### src/rtl/rrw_pkg.sv
package rrw_pkg;

  localparam int MAX_SLOTS = 17;
  localparam int ID_BITS   = 8;
  localparam int PTR_W     = $clog2(MAX_SLOTS);
  localparam int CNT_W     = $clog2(MAX_SLOTS + 1);
  localparam int SZ_W      = PTR_W + 1;

  typedef enum logic [1:0] {
    FUNC_INSERT,
    FUNC_SEND,
    FUNC_REPLY,
    FUNC_TIMEOUT
  } func_t;

  typedef enum logic [2:0] {
    EV_TRANSMIT,
    EV_COMPLETED,
    EV_DISCARDED,
    EV_REQUEUED,
    EV_DUPLICATE
  } event_t;

  typedef enum logic [1:0] {
    ST_OK,
    ST_TIMEOUT,
    ST_UNEXPECTED,
    ST_DUPLICATE
  } status_t;

  localparam logic [1:0] REG_ALLOWED = 2'd0;
  localparam logic [1:0] REG_RING    = 2'd1;
  localparam logic [1:0] REG_UNIT    = 2'd2;

  typedef struct packed {
    logic [3:0] allowed;
    logic [4:0] ring_slots;
    logic [7:0] unit_id;
  } cfg_t;

  typedef struct packed {
    logic [7:0]         tag;
    logic [ID_BITS-1:0] msg_id;
    logic               wants_reply;
  } slot_t;

  localparam int SLOT_W = $bits(slot_t);

  typedef enum logic [2:0] {
    S_IDLE,
    S_SEND,
    S_HEAD,
    S_SCAN,
    S_RQ_ISSUE,
    S_RQ,
    S_MATCH
  } state_t;

  // Effective ring size: register clamped to [2, MAX_SLOTS].
  function automatic logic [SZ_W-1:0] ring_size(input logic [4:0] rs);
    logic [SZ_W-1:0] n;
    if (rs < 5'd2) begin
      n = SZ_W'(2);
    end else if (32'(rs) > MAX_SLOTS) begin
      n = SZ_W'(MAX_SLOTS);
    end else begin
      n = SZ_W'(rs);
    end
    return n;
  endfunction

  function automatic logic [PTR_W-1:0] succ(input logic [PTR_W-1:0] p,
                                           input logic [SZ_W-1:0] size);
    logic [SZ_W-1:0] n;
    n = {1'b0, p} + SZ_W'(1);
    return (n >= size) ? '0 : n[PTR_W-1:0];
  endfunction

endpackage

### src/rtl/rrw_ram.sv
module rrw_ram #(
  parameter int WIDTH = 8,
  parameter int DEPTH = 16
) (
  input  logic                     clk,
  input  logic                     we,
  input  logic [$clog2(DEPTH)-1:0] waddr,
  input  logic [WIDTH-1:0]         wdata,
  input  logic [$clog2(DEPTH)-1:0] raddr,
  output logic [WIDTH-1:0]         rdata
);

  logic [WIDTH-1:0] mem [DEPTH];
  logic [WIDTH-1:0] rdata_r;

  always_ff @(posedge clk) begin
    if (we) begin
      mem[waddr] <= wdata;
    end
    rdata_r <= mem[raddr];
  end

  assign rdata = rdata_r;

endmodule

### src/rtl/rrw_ctrl.sv
module rrw_ctrl (
  input  logic                        clk,
  input  logic                        rst_n,
  input  rrw_pkg::cfg_t               cfg,
  input  logic                        start,
  output logic                        busy,
  input  logic [1:0]                  func,
  input  logic [7:0]                  req_tag,
  input  logic                        wants_reply,
  input  logic [7:0]                  reply_id,
  output logic                        ram_we,
  output logic [rrw_pkg::PTR_W-1:0]   ram_waddr,
  output rrw_pkg::slot_t              ram_wdata,
  output logic [rrw_pkg::PTR_W-1:0]   ram_raddr,
  input  rrw_pkg::slot_t              ram_rdata,
  output logic                        out_valid,
  output logic [2:0]                  out_event_kind,
  output logic [7:0]                  out_tag,
  output logic [7:0]                  out_msg_id,
  output logic [1:0]                  out_recv_status,
  output logic [7:0]                  out_notify_unit,
  output logic                        out_last
);
  import rrw_pkg::*;

  state_t             state_r, state_nxt;
  logic [PTR_W-1:0]   ins_r, ins_nxt, snd_r, snd_nxt, rcv_r, rcv_nxt;
  logic [PTR_W-1:0]   scan_ptr_r, scan_ptr_nxt;
  logic [CNT_W-1:0]   q_r, q_nxt, f_r, f_nxt;
  logic [CNT_W-1:0]   scan_idx_r, scan_idx_nxt, pos_r, pos_nxt;
  logic [4:0]         tc_r, tc_nxt;
  logic [ID_BITS-1:0] last_id_r, last_id_nxt, rid_r, rid_nxt;
  func_t              func_r, func_nxt;

  logic               ov_r, ov_nxt, ol_r, ol_nxt;
  event_t             ok_r, ok_nxt;
  logic [7:0]         ot_r, ot_nxt, oi_r, oi_nxt, on_r, on_nxt;
  status_t            os_r, os_nxt;

  logic [SZ_W-1:0]    size;
  logic               accept, head_match, scan_match, scan_end, discard;
  logic [ID_BITS-1:0] new_id;
  logic [4:0]         tc_inc;
  logic [CNT_W-1:0]   idx_inc;
  logic               do_to, to_last;
  status_t            to_status;

  assign size       = ring_size(cfg.ring_slots);
  assign accept     = start && (state_r == S_IDLE);
  assign busy       = (state_r != S_IDLE);
  assign new_id     = last_id_r + ID_BITS'(1);
  assign tc_inc     = tc_r + 5'd1;
  assign discard    = tc_inc > {1'b0, cfg.allowed};
  assign head_match = (ram_rdata.msg_id == rid_r);
  assign scan_match = head_match;
  assign idx_inc    = scan_idx_r + CNT_W'(1);
  assign scan_end   = (idx_inc == f_r);

  // Next state.
  always_comb begin
    state_nxt = state_r;
    unique case (state_r)
      S_IDLE: begin
        if (accept) begin
          unique case (func_t'(func))
            FUNC_INSERT: state_nxt = S_IDLE;
            FUNC_SEND:   state_nxt = (q_r != '0) ? S_SEND : S_IDLE;
            default:     state_nxt = (f_r != '0) ? S_HEAD : S_IDLE;
          endcase
        end
      end
      S_SEND: state_nxt = S_IDLE;
      S_HEAD: begin
        if (!ram_rdata.wants_reply || func_r == FUNC_TIMEOUT || head_match ||
            f_r == CNT_W'(1)) begin
          state_nxt = S_IDLE;
        end else begin
          state_nxt = S_SCAN;
        end
      end
      S_SCAN: begin
        if (scan_match) begin
          state_nxt = S_RQ_ISSUE;
        end else if (scan_end) begin
          state_nxt = S_IDLE;
        end
      end
      S_RQ_ISSUE: state_nxt = (pos_r == '0) ? S_MATCH : S_RQ;
      S_RQ:       state_nxt = S_RQ_ISSUE;
      S_MATCH:    state_nxt = S_IDLE;
      default:    state_nxt = S_IDLE;
    endcase
  end

  // Datapath, memory port and result register.
  always_comb begin
    ins_nxt      = ins_r;
    snd_nxt      = snd_r;
    rcv_nxt      = rcv_r;
    q_nxt        = q_r;
    f_nxt        = f_r;
    tc_nxt       = tc_r;
    last_id_nxt  = last_id_r;
    rid_nxt      = rid_r;
    func_nxt     = func_r;
    scan_ptr_nxt = scan_ptr_r;
    scan_idx_nxt = scan_idx_r;
    pos_nxt      = pos_r;
    ov_nxt       = 1'b0;
    ok_nxt       = ok_r;
    ot_nxt       = ot_r;
    oi_nxt       = oi_r;
    os_nxt       = os_r;
    on_nxt       = on_r;
    ol_nxt       = ol_r;
    ram_we       = 1'b0;
    ram_waddr    = ins_r;
    ram_wdata    = '{tag: req_tag, msg_id: new_id, wants_reply: wants_reply};
    ram_raddr    = rcv_r;
    do_to        = 1'b0;
    to_last      = 1'b1;
    to_status    = ST_TIMEOUT;

    unique case (state_r)
      S_IDLE: begin
        if (accept) begin
          func_nxt = func_t'(func);
          rid_nxt  = ID_BITS'(reply_id);
          if (func_t'(func) == FUNC_SEND) begin
            ram_raddr = snd_r;
          end
          if (func_t'(func) == FUNC_INSERT &&
              ({1'b0, q_r} + {1'b0, f_r}) < (CNT_W + 1)'(size)) begin
            ram_we      = 1'b1;
            last_id_nxt = new_id;
            ins_nxt     = succ(ins_r, size);
            q_nxt       = q_r + CNT_W'(1);
          end
        end
      end
      S_SEND: begin
        ov_nxt  = 1'b1;
        ok_nxt  = EV_TRANSMIT;
        ot_nxt  = ram_rdata.tag;
        oi_nxt  = 8'(ram_rdata.msg_id);
        os_nxt  = ST_OK;
        ol_nxt  = 1'b1;
        f_nxt   = f_r + CNT_W'(1);
        q_nxt   = q_r - CNT_W'(1);
        snd_nxt = succ(snd_r, size);
      end
      S_HEAD: begin
        if (!ram_rdata.wants_reply || (func_r != FUNC_TIMEOUT && head_match)) begin
          ov_nxt  = 1'b1;
          ok_nxt  = EV_COMPLETED;
          ot_nxt  = ram_rdata.tag;
          oi_nxt  = 8'(ram_rdata.msg_id);
          os_nxt  = ST_OK;
          ol_nxt  = 1'b1;
          f_nxt   = f_r - CNT_W'(1);
          rcv_nxt = succ(rcv_r, size);
          if (ram_rdata.wants_reply && tc_r != '0) begin
            tc_nxt = tc_r - 5'd1;
          end
        end else if (func_r == FUNC_TIMEOUT) begin
          do_to = 1'b1;
        end else if (f_r == CNT_W'(1)) begin
          ov_nxt = 1'b1;
          ok_nxt = EV_DUPLICATE;
          ot_nxt = '0;
          oi_nxt = 8'(rid_r);
          os_nxt = ST_DUPLICATE;
          ol_nxt = 1'b1;
        end else begin
          ram_raddr    = succ(rcv_r, size);
          scan_ptr_nxt = succ(rcv_r, size);
          scan_idx_nxt = CNT_W'(1);
        end
      end
      S_SCAN: begin
        if (scan_match) begin
          pos_nxt = scan_idx_r;
        end else if (scan_end) begin
          ov_nxt = 1'b1;
          ok_nxt = EV_DUPLICATE;
          ot_nxt = '0;
          oi_nxt = 8'(rid_r);
          os_nxt = ST_DUPLICATE;
          ol_nxt = 1'b1;
        end else begin
          ram_raddr    = succ(scan_ptr_r, size);
          scan_ptr_nxt = succ(scan_ptr_r, size);
          scan_idx_nxt = idx_inc;
        end
      end
      S_RQ_ISSUE: ram_raddr = rcv_r;
      S_RQ: begin
        do_to     = 1'b1;
        to_last   = 1'b0;
        to_status = ST_UNEXPECTED;
        pos_nxt   = pos_r - CNT_W'(1);
      end
      S_MATCH: begin
        ov_nxt  = 1'b1;
        ok_nxt  = EV_COMPLETED;
        ot_nxt  = ram_rdata.tag;
        oi_nxt  = 8'(ram_rdata.msg_id);
        os_nxt  = ST_UNEXPECTED;
        ol_nxt  = 1'b1;
        f_nxt   = f_r - CNT_W'(1);
        rcv_nxt = succ(rcv_r, size);
      end
      default: ;
    endcase

    // Head timed out or passed over by a later reply: discard past the limit, otherwise requeue with a fresh id.
    if (do_to) begin
      ov_nxt  = 1'b1;
      ot_nxt  = ram_rdata.tag;
      os_nxt  = to_status;
      ol_nxt  = to_last;
      f_nxt   = f_r - CNT_W'(1);
      rcv_nxt = succ(rcv_r, size);
      if (discard) begin
        ok_nxt = EV_DISCARDED;
        oi_nxt = 8'(ram_rdata.msg_id);
        tc_nxt = '0;
      end else begin
        ok_nxt      = EV_REQUEUED;
        oi_nxt      = 8'(new_id);
        tc_nxt      = tc_inc;
        ram_we      = 1'b1;
        ram_wdata   = '{tag: ram_rdata.tag, msg_id: new_id,
                        wants_reply: ram_rdata.wants_reply};
        last_id_nxt = new_id;
        ins_nxt     = succ(ins_r, size);
        q_nxt       = q_r + CNT_W'(1);
      end
    end
    if (ov_nxt) begin
      on_nxt = cfg.unit_id;
    end
  end

  always_ff @(posedge clk) begin
    if (!rst_n) begin
      state_r   <= S_IDLE;
      ins_r     <= '0;
      snd_r     <= '0;
      rcv_r     <= '0;
      q_r       <= '0;
      f_r       <= '0;
      tc_r      <= '0;
      last_id_r <= '1;
      ov_r      <= 1'b0;
    end else begin
      state_r   <= state_nxt;
      ins_r     <= ins_nxt;
      snd_r     <= snd_nxt;
      rcv_r     <= rcv_nxt;
      q_r       <= q_nxt;
      f_r       <= f_nxt;
      tc_r      <= tc_nxt;
      last_id_r <= last_id_nxt;
      ov_r      <= ov_nxt;
    end
  end

  always_ff @(posedge clk) begin
    rid_r      <= rid_nxt;
    func_r     <= func_nxt;
    scan_ptr_r <= scan_ptr_nxt;
    scan_idx_r <= scan_idx_nxt;
    pos_r      <= pos_nxt;
    ok_r       <= ok_nxt;
    ot_r       <= ot_nxt;
    oi_r       <= oi_nxt;
    os_r       <= os_nxt;
    on_r       <= on_nxt;
    ol_r       <= ol_nxt;
  end

  assign out_valid       = ov_r;
  assign out_event_kind  = ok_r;
  assign out_tag         = ot_r;
  assign out_msg_id      = oi_r;
  assign out_recv_status = os_r;
  assign out_notify_unit = on_r;
  assign out_last        = ol_r;

endmodule

### src/rtl/retransmit_ring_window.sv
// Channel   Direction  Handshake                 Payload
// input     in         start / busy              in_func, in_req_tag, in_wants_reply,
//                                                in_reply_id
// result    out        out_valid strobe          out_event_kind, out_tag, out_msg_id,
//                                                out_recv_status, out_notify_unit, out_last
// config    in         cfg_valid / cfg_ready     cfg_index, cfg_data
//
// An insert is settled in the idle state. A send reads the slot at the send pointer; a reply
// or timeout reads the head slot, and an unexpected reply id then scans the in-flight slots,
// requeues each earlier slot and completes the match once the id is found. Each result is
// registered and shows in the cycle after the state that makes it. Reset is synchronous and
// clears pointers, counts and the result strobe and sets the last id to all ones; result
// fields and the slot memory are not cleared. The receiver cannot stall: every result
// strobe must be taken.
module retransmit_ring_window (
  input  logic       clk,
  input  logic       rst_n,
  input  logic       start,
  output logic       busy,
  input  logic [1:0] in_func,
  input  logic [7:0] in_req_tag,
  input  logic       in_wants_reply,
  input  logic [7:0] in_reply_id,
  output logic       out_valid,
  output logic [2:0] out_event_kind,
  output logic [7:0] out_tag,
  output logic [7:0] out_msg_id,
  output logic [1:0] out_recv_status,
  output logic [7:0] out_notify_unit,
  output logic       out_last,
  input  logic       cfg_valid,
  output logic       cfg_ready,
  input  logic [1:0] cfg_index,
  input  logic [7:0] cfg_data
);
  import rrw_pkg::*;

  cfg_t             cfg_r;
  logic             ram_we;
  logic [PTR_W-1:0] ram_waddr, ram_raddr;
  slot_t            ram_wdata, ram_rdata;

  // Configuration writes are always taken; indexes beyond the list are ignored.
  assign cfg_ready = 1'b1;

  always_ff @(posedge clk) begin
    if (!rst_n) begin
      cfg_r.allowed    <= 4'd3;
      cfg_r.ring_slots <= 5'd17;
      cfg_r.unit_id    <= 8'd0;
    end else if (cfg_valid && cfg_ready) begin
      case (cfg_index)
        REG_ALLOWED: cfg_r.allowed    <= cfg_data[3:0];
        REG_RING:    cfg_r.ring_slots <= cfg_data[4:0];
        REG_UNIT:    cfg_r.unit_id    <= cfg_data;
        default: ;
      endcase
    end
  end

  // Slot tag, message id and reply flag share one memory word.
  rrw_ram #(
    .WIDTH(SLOT_W),
    .DEPTH(MAX_SLOTS)
  ) u_ram (
    .clk   (clk),
    .we    (ram_we),
    .waddr (ram_waddr),
    .wdata (ram_wdata),
    .raddr (ram_raddr),
    .rdata (ram_rdata)
  );

  rrw_ctrl u_ctrl (
    .clk             (clk),
    .rst_n           (rst_n),
    .cfg             (cfg_r),
    .start           (start),
    .busy            (busy),
    .func            (in_func),
    .req_tag         (in_req_tag),
    .wants_reply     (in_wants_reply),
    .reply_id        (in_reply_id),
    .ram_we          (ram_we),
    .ram_waddr       (ram_waddr),
    .ram_wdata       (ram_wdata),
    .ram_raddr       (ram_raddr),
    .ram_rdata       (ram_rdata),
    .out_valid       (out_valid),
    .out_event_kind  (out_event_kind),
    .out_tag         (out_tag),
    .out_msg_id      (out_msg_id),
    .out_recv_status (out_recv_status),
    .out_notify_unit (out_notify_unit),
    .out_last        (out_last)
  );

endmodule

### config.mk
export PLATFORM = sky130hd
export DESIGN_NAME = retransmit_ring_window
export DESIGN_NICKNAME = d
export VERILOG_FILES = /design/src/rtl/rrw_pkg.sv /design/src/rtl/rrw_ram.sv /design/src/rtl/rrw_ctrl.sv /design/src/rtl/retransmit_ring_window.sv
export SDC_FILE = /design/constraint.sdc
export NUM_CORES = 1
export LEC_CHECK = 0
export BUFFER_PORTS_ARGS = -buffer_cell sky130_fd_sc_hd__buf_4
export CAP_MARGIN = 30
export CORE_ASPECT_RATIO = 0.75
export CORE_MARGIN = 4
export CORE_UTILIZATION = 60
export DETAILED_ROUTE_END_ITERATION = 16
export PLACE_DENSITY = 0.76
export SKIP_LAST_GASP = 1
export SLEW_MARGIN = 0
export SYNTH_ARGS = -nofsm -noshare
export SYNTH_HDL_FRONTEND = slang
export SYNTH_SLANG_ARGS = --single-unit
### constraint.sdc
create_clock -name clk -period 9.3 [get_ports clk]
set_input_delay 0.465 -clock clk [delete_from_list [all_inputs] [get_ports clk]]
set_output_delay 0.465 -clock clk [all_outputs]
set_load 0.05 [all_outputs]
==> results of run 1 <==
## area by class of cell
type / instances / area [um^2] / area share, %
repair buffers: 119 / 935.9 / 4.410
well taps: 399 / 499.2 / 2.353
multi-input cells: 1022 / 6479 / 30.53
clock buffers: 52 / 1087 / 5.124
clock inverters: 23 / 262.8 / 1.238
inverters: 28 / 105.1 / 0.4953
flip-flops and latches: 420 / 11850 / 55.85
## metrics by stage
stage               hold slack (ns)  area, um^2
detailed placement           0.4191       19840
finish                       0.1072       21220
CTS                         0.09344       21190
global placement             0.4104       19770
floorplan                    0.4080       18750
global route                0.09094       21220
## worst max-delay path: stages (launching register included)
cell and delay (ns):
dfxtp_1 0.31, clkinv_1 0.35, a22oi_1 0.61, ha_1 0.33, nor2b_1 0.10, o21ai_0 0.12
a31oi_1 0.33, nor3b_2 0.46, nand3_4 0.47, buf_4 0.54, nand2_2 0.14, buf_4 0.56
mux2i_1 0.18, a22o_1 0.27, nor4_1 0.46
## registers in the layout (all words and copies together) (netlist names), 3 cells and up
signal and flops:
u_ram.mem 289, cfg_r 17, u_ram.rdata 17, u_ctrl.last_id_r 8, u_ctrl.out_msg_id 8, u_ctrl.out_notify_unit 8
u_ctrl.out_tag 8, u_ctrl.rid_r 8, u_ctrl.f_r 5, u_ctrl.pos_r 5, u_ctrl.q_r 5, u_ctrl.ram_waddr 5
u_ctrl.rcv_r 5, u_ctrl.scan_idx_r 5, u_ctrl.scan_ptr_r 5, u_ctrl.snd_r 5, u_ctrl.tc_r 5, u_ctrl.out_event_kind 3
u_ctrl.state_r 3
## layer usage
| layer | GRT usage, % | wire (um) | vias up |
|---|---|---|---|
| met1 | 44.44 | 21270 | 6605 |
| li1 | - | - | 6033 |
| met4 | 8.984 | 1407 | 0 |
| met2 | 39.76 | 20700 | 781 |
| met3 | 6.544 | 5930 | 94 |
| met5 | 0 | 0 | - |
## path summary, 6_finish.rpt
kind,from,slack (ns),endpoint,cells past startpoint
worst max-delay path,cfg_r[12],3.83,u_ram.rdata[1],14
worst min-delay path,in_reply_id[4],0.11,u_ctrl.rid_r[4],1
worst max register to register,cfg_r[12],3.83,u_ram.rdata[1],14
worst min register to register,cfg_r[6],0.43,u_ctrl.out_notify_unit[6],0
## where the power goes
part | switching, uW | internal, uW | leakage [uW]
Clock | 704 | 974 | 0.000653
Sequential | 28.0 | 2160 | 0.00373
Combinational | 268 | 123 | 0.00332
## cell usage in the layout (no fill, tap or decap), types with 51 or more instances in the layout
master	instances
nor2_1	114
o21ai_0	130
nand2_1	94
buf_4	112
nand3_1	164
ha_1	51
edfxtp_1	344
a21oi_1	85
dfxtp_1	76
mux2i_1	57
## Yosys cell counts (4+ instances only)
library cell and number:
edfxtp_1 344, nand3_1 165, o21ai_0 130, nor2_1 119
nand2_1 94, a21oi_1 85, dfxtp_1 76, clkbuf_1 59
mux2i_1 57, ha_1 51, xor2_1 28, inv_1 25
xnor2_1 25, a31oi_1 24, buf_2 24, nor4_1 24
a2111oi_0 20, and3_1 18, a22o_1 17, and2_1 15
nor3_1 14, a21o_1 12, nor2b_1 10, o22ai_1 10
a22oi_1 8, buf_4 7, nand2b_1 7, a211oi_1 6
nand3b_1 6, nand4_1 6, a221oi_1 5, a32oi_1 4
o211ai_1 4, o31ai_1 4
## cell families (layout without fill, tap and decap cells)
logic type | count (synthesis) | after routing | synth area share (%)
AND/OR/NAND/NOR | 503 | 503 | 13.17
flip-flops | 420 | 420 | 63.21
AO/OA/AOI/OAI | 356 | 356 | 11.68
buffers and inverters | 123 | 222 | 2.889
multiplexers | 57 | 57 | 3.043
XOR/XNOR | 53 | 53 | 2.476
adder cells (fa/ha/maj) | 52 | 52 | 3.510
other | 1 | 1 | 0.02000
==> metrics.md, run 1 <==
| Metric | Value |
|---|---|
| Htree depth | `2` |
| Distinct cell type count after synthesis | `75` |
| Yosys reg bits | `420` |
| Cts-stage hold buffer count | `0` |
| Final setup margin | `3.826 ns` |
| Worst vdd ir | `244.3 uV` |
| Fin nets | `1717` |
| Max Slew Vio Count | `0` |
| Post-synth EDFFs | `344` |
| Mapped Nets | `1650` |
| CP Max Fanout | `66` |
| Antenna cells | `0` |
| First-pass GRT wire length | `75180 um` |
| Max-Cap Viols | `0` |
| Syn. warnings | `0` |
| Final antenna-violating net count | `0` |
| Largest net degree at the start of global routing | `97` |
| Synth Instances | `1565` |
| Root Buffer | `clkbuf_16` |
| Minimum period implied by the final worst setup slack | `5.474 ns` |
| Mapped Area | `18750 um^2` |
| Worst setup SP type | `register` |
| Clock latency at the later pin of the worst-skew pair | `0.56 ns` |
| Gr ovfl total | `0` |
| Type of the worst setup path | `register to register` |
| Achievable Freq | `0.1827 GHz` |
| Worst-margin pin slew | `1.056 ns` |
| Io pins | `66` |
| Tcrit/Tclk final | `58.86%` |
| Clk sinks | `420` |
| CORE AREA | `30490 um^2` |
| Yosys top cell by area | `edfxtp_1` |
| Layout cells sized above 1 | `12.92%` |
| CP Data Arrival Time | `5.85 ns` |
| Placed Cells | `1986` |
| Post-CTS setup buffer count | `0` |
| Die Y | `161.1 um` |
| GRT Util Overall | `28.49%` |
| Vias | `13510` |
| Via density | `6.550` |
| Setup WS pre-CTS | `4.053 ns` |
| Fin util | `69.61%` |
| Setup TNS | `0 ns` |
| Die width | `212.1 um` |
| Area Overhead vs Synth | `13.17%` |
| Max Root-Sink Buffers | `3` |
| Status | `complete, no violations` |
| Worst setup EP type | `register` |
| Die Area | `34170 um^2` |
| Synthesized area per cell | `11.98 um^2` |
| Worst EP required | `9.68 ns` |
| Primary FF master, synth | `edfxtp_1` |
| P_leak | `0.007702 uW` |
| CTS tree | `done` |
| Sequential share of the synthesized area | `63.21%` |
| Share of flip-flops with an asynchronous set or reset | `0%` |
| Port Buffer Count | `64` |
| Area contributors post-synth | `edfxtp_1 (55%), dfxtp_1 (8.1%), nand3_1 (4.4%)` |
| RSZ-0062 raised after global routing | `false` |
| Vias in the first global route | `12840` |
| CTS-repair resized insts | `0` |
| TritonCTS Buffers | `41` |
| Worst min-delay path class | `input pin to register` |
| Count of final setup violators | `0` |
| Layout Cells excl Fill | `2063` |
| Clock-pin slew of the registers on the worst-case setup and hold paths | `0.06 ns` |
| Setup clock skew after layout | `0.02407 ns` |
| Initial core utilization | `61.51%` |
| Row count | `55` |
| Routed WL per cell | `23.90 um` |
| Initial DRT Pass Iterations | `6` |
| Hpwl dp | `30850 um` |
| Power density over cell area | `200.6 nW/um^2` |
| Initial antenna violation count | `1` |
| Final hold violations | `0` |
| Max-slew headroom | `29.20%` |
| Starting DRT DRC Count | `1708` |
| Drt total wl | `49310 um` |
| Top cell type's share of synthesized area | `55.09%` |
| Number of fillers in the final layout | `2140` |
| Remaining DRCs | `0` |
| RePlAce Congestion | `0.9458` |
| Total power | `4258 uW` |
(Power assumes the default switching activity.)
==> run 2: changes to the inputs <==
- clock period: 9.3 -> 5.4 ns (I/O delays scaled with it)
==> metrics.md, run 2 (synthesized netlist as in run 1, its figures left out) <==
| Metric | Value |
|---|---|
| Total power | `7328 uW` |
| Drt total wl | `50190 um` |
| Final antenna-violating net count | `0` |
| Initial DRT Pass Iterations | `7` |
| Hpwl dp | `32110 um` |
| First-pass GRT wire length | `77000 um` |
| Vias in the first global route | `12730` |
| Max-Cap Viols | `0` |
| R2r startpoint | `cfg_r[12]` |
| Type of the worst setup path | `register to register` |
| Setup TNS | `0 ns` |
| Number of fillers in the final layout | `2138` |
| Largest net degree at the start of global routing | `102` |
| Initial antenna violation count | `0` |
| Worst vdd ir | `459.6 uV` |
| Row count | `55` |
| Root Buffer | `clkbuf_16` |
| Area Overhead vs Synth | `14.27%` |
| Max Root-Sink Buffers | `3` |
| Remaining DRCs | `0` |
| GRT Util Overall | `29.19%` |
| CP Data Arrival Time | `5.28 ns` |
| Routed WL per cell | `24.06 um` |
| Critical path launch point | `cfg_r[12]` |
| Antenna cells | `0` |
| R2R setup slack | `0.52 ns` |
| Worst min-delay path class | `input pin to register` |
| CP Max Fanout | `14` |
| Clock-pin slew of the registers on the worst-case setup and hold paths | `0.07 ns` |
| Commonest non-fill, non-tap cell in the layout | `edfxtp_1` |
| Worst setup SP type | `register` |
| CTS tree | `done` |
| Critical Path Slowest Stage Cell | `a2111oi_0` |
| Initial core utilization | `61.51%` |
| Reg with most FFs | `u_ram.mem` |
| Worst EP required | `5.80 ns` |
| Max reg flops | `289` |
| Port Buffer Count | `64` |
| P_leak | `0.007798 uW` |
| Reg2Reg Depth | `13` |
| Layout cells sized above 1 | `12.69%` |
| Power density over cell area | `342.0 nW/um^2` |
| Setup clock skew after layout | `0.01561 ns` |
| CP endpoint | `u_ram.rdata[6]` |
| RePlAce Congestion | `0.9831` |
| Starting DRT DRC Count | `2048` |
| Achievable Freq | `0.2048 GHz` |
| Die width | `212.1 um` |
| Worst path most repeated cell | `a31oi_1` |
| Max-slew headroom | `32.15%` |
| CORE AREA | `30490 um^2` |
| Worst-path cell chain | `clkinv_1 -> a22oi_1 -> ha_1 -> nor2b_1 -> o21ai_0 -> a31oi_1 -> nor3b_2 -> a32oi_1 -> nand2_1 -> buf_4 -> a31oi_1 -> a2111oi_0 -> nor4_1` |
| Commonest cells after routing, fill and taps aside | `edfxtp_1 (344), nand3_1 (164), o21ai_0 (130), nor2_1 (114), buf_4 (112)` |
| Worst-margin pin slew | `1.017 ns` |
| Gr ovfl total | `0` |
| Io pins | `66` |
| Fin util | `70.29%` |
| Reg-to-reg critical path endpoint | `u_ram.rdata[6]` |
| Final hold violations | `0` |
| Vias | `13550` |
| Fin nets | `1741` |
| Post-CTS setup buffer count | `0` |
| Max incr delay on CP | `0.76 ns` |
| Status | `complete, no violations` |
| Clock latency at the later pin of the worst-skew pair | `0.55 ns` |
| Minimum period implied by the final worst setup slack | `4.883 ns` |
| Htree depth | `2` |
| RSZ-0062 raised after global routing | `false` |
| Tcrit/Tclk final | `90.43%` |
| Count of final setup violators | `0` |
| Max Slew Vio Count | `0` |
| Worst setup EP type | `register` |
| Via density | `6.497` |
| Die Area | `34170 um^2` |
| Clk sinks | `420` |
| TritonCTS Buffers | `40` |
| Die Y | `161.1 um` |
run 2: cell count changes in the layout (fill, tap and decap cells not counted), moves of 2 or more:
| cell | delta |
|---|---|
| a2111oi_0 | +4 |
| buf_8 | -4 |
| dlygate4sd3_1 | +20 |
| buf_12 | +2 |
| inv_6 | -3 |
| buf_6 | +2 |
| buf_1 | +5 |
| clkinv_2 | +3 |
| clkbuf_1 | +5 |
| a2111oi_1 | -4 |
| clkinv_1 | -7 |
run 2: area by class of cell:
class                           count  area, um^2  share of cell area, %
Sequential cell                   420       11850                  55.31
Multi-Input combinational cell   1022        6460                  30.15
Timing Repair Buffer              144        1157                  5.401
Clock buffer                       59        1145                  5.343
Tap cell                          399       499.2                  2.330
Clock inverter                     14       209.0                 0.9752
Inverter                           28       105.1                 0.4905
run 2: routing by layer:
metal | GRT usage (%) | wire (um) | up-vias
met5 | 0 | 0 | -
met3 | 8.583 | 6834 | 84
met2 | 40.47 | 21210 | 848
met4 | 5.714 | 983 | 0
met1 | 46.08 | 21160 | 6535
li1 | - | - | 6086
run 2: per-stage QoR:
| stage | setup slack [ns] | hold WS [ns] | std cells | instance area (um^2) |
|---|---|---|---|---|
| global placement | 0.3713 | 0.4100 | 1983 | 19800 |
| CTS | 0.5302 | 0.1257 | 2085 | 21410 |
| floorplan | 0.4272 | 0.3462 | 1565 | 18750 |
| detailed placement | 0.5855 | 0.4158 | 1992 | 19860 |
| finish | 0.5170 | 0.1408 | 2086 | 21430 |
| global route | 0.09553 | 0.1555 | 2086 | 21430 |
run 2: how the worst min path moves through the flow:
stage                  from                   endpoint  slack [ns]  cells after the start
2_1_floorplan         rst_n        u_ctrl.last_id_r[5]        0.35                      1
3_3_place_gp       cfg_r[1]  u_ctrl.out_notify_unit[1]        0.41                      0
3_5_place_dp       cfg_r[4]  u_ctrl.out_notify_unit[4]        0.42                      0
4_1_cts        cfg_index[0]                  cfg_r[14]        0.13                      3
5_1_grt        cfg_index[1]                  cfg_r[14]        0.16                      3
6_report       cfg_index[1]                  cfg_r[14]        0.14                      3
run 2: worst max-delay path: cells and delay by family (launching register included):
family	cells	cell delay [ns]
compound gates	6	2.17
buf+inv	2	0.61
flops	1	0.31
simple gates	4	1.31
fa+ha+maj	1	0.32
run 2: power breakdown:
| part | internal, uW | switching [uW] | total (uW) |
|---|---|---|---|
| registers | 3720 | 51.4 | 3770 |
| clock network | 1720 | 1180 | 2900 |
| logic | 206 | 453 | 659 |
| total | 5640 | 1690 | 7330 |
run 2: timing repair:
action                                 4_1_cts  5_1_grt
gates resized for setup                      0        1
endpoints found under the hold margin       23        0
hold buffers                                20        0
setup endpoints to repair                    0        1
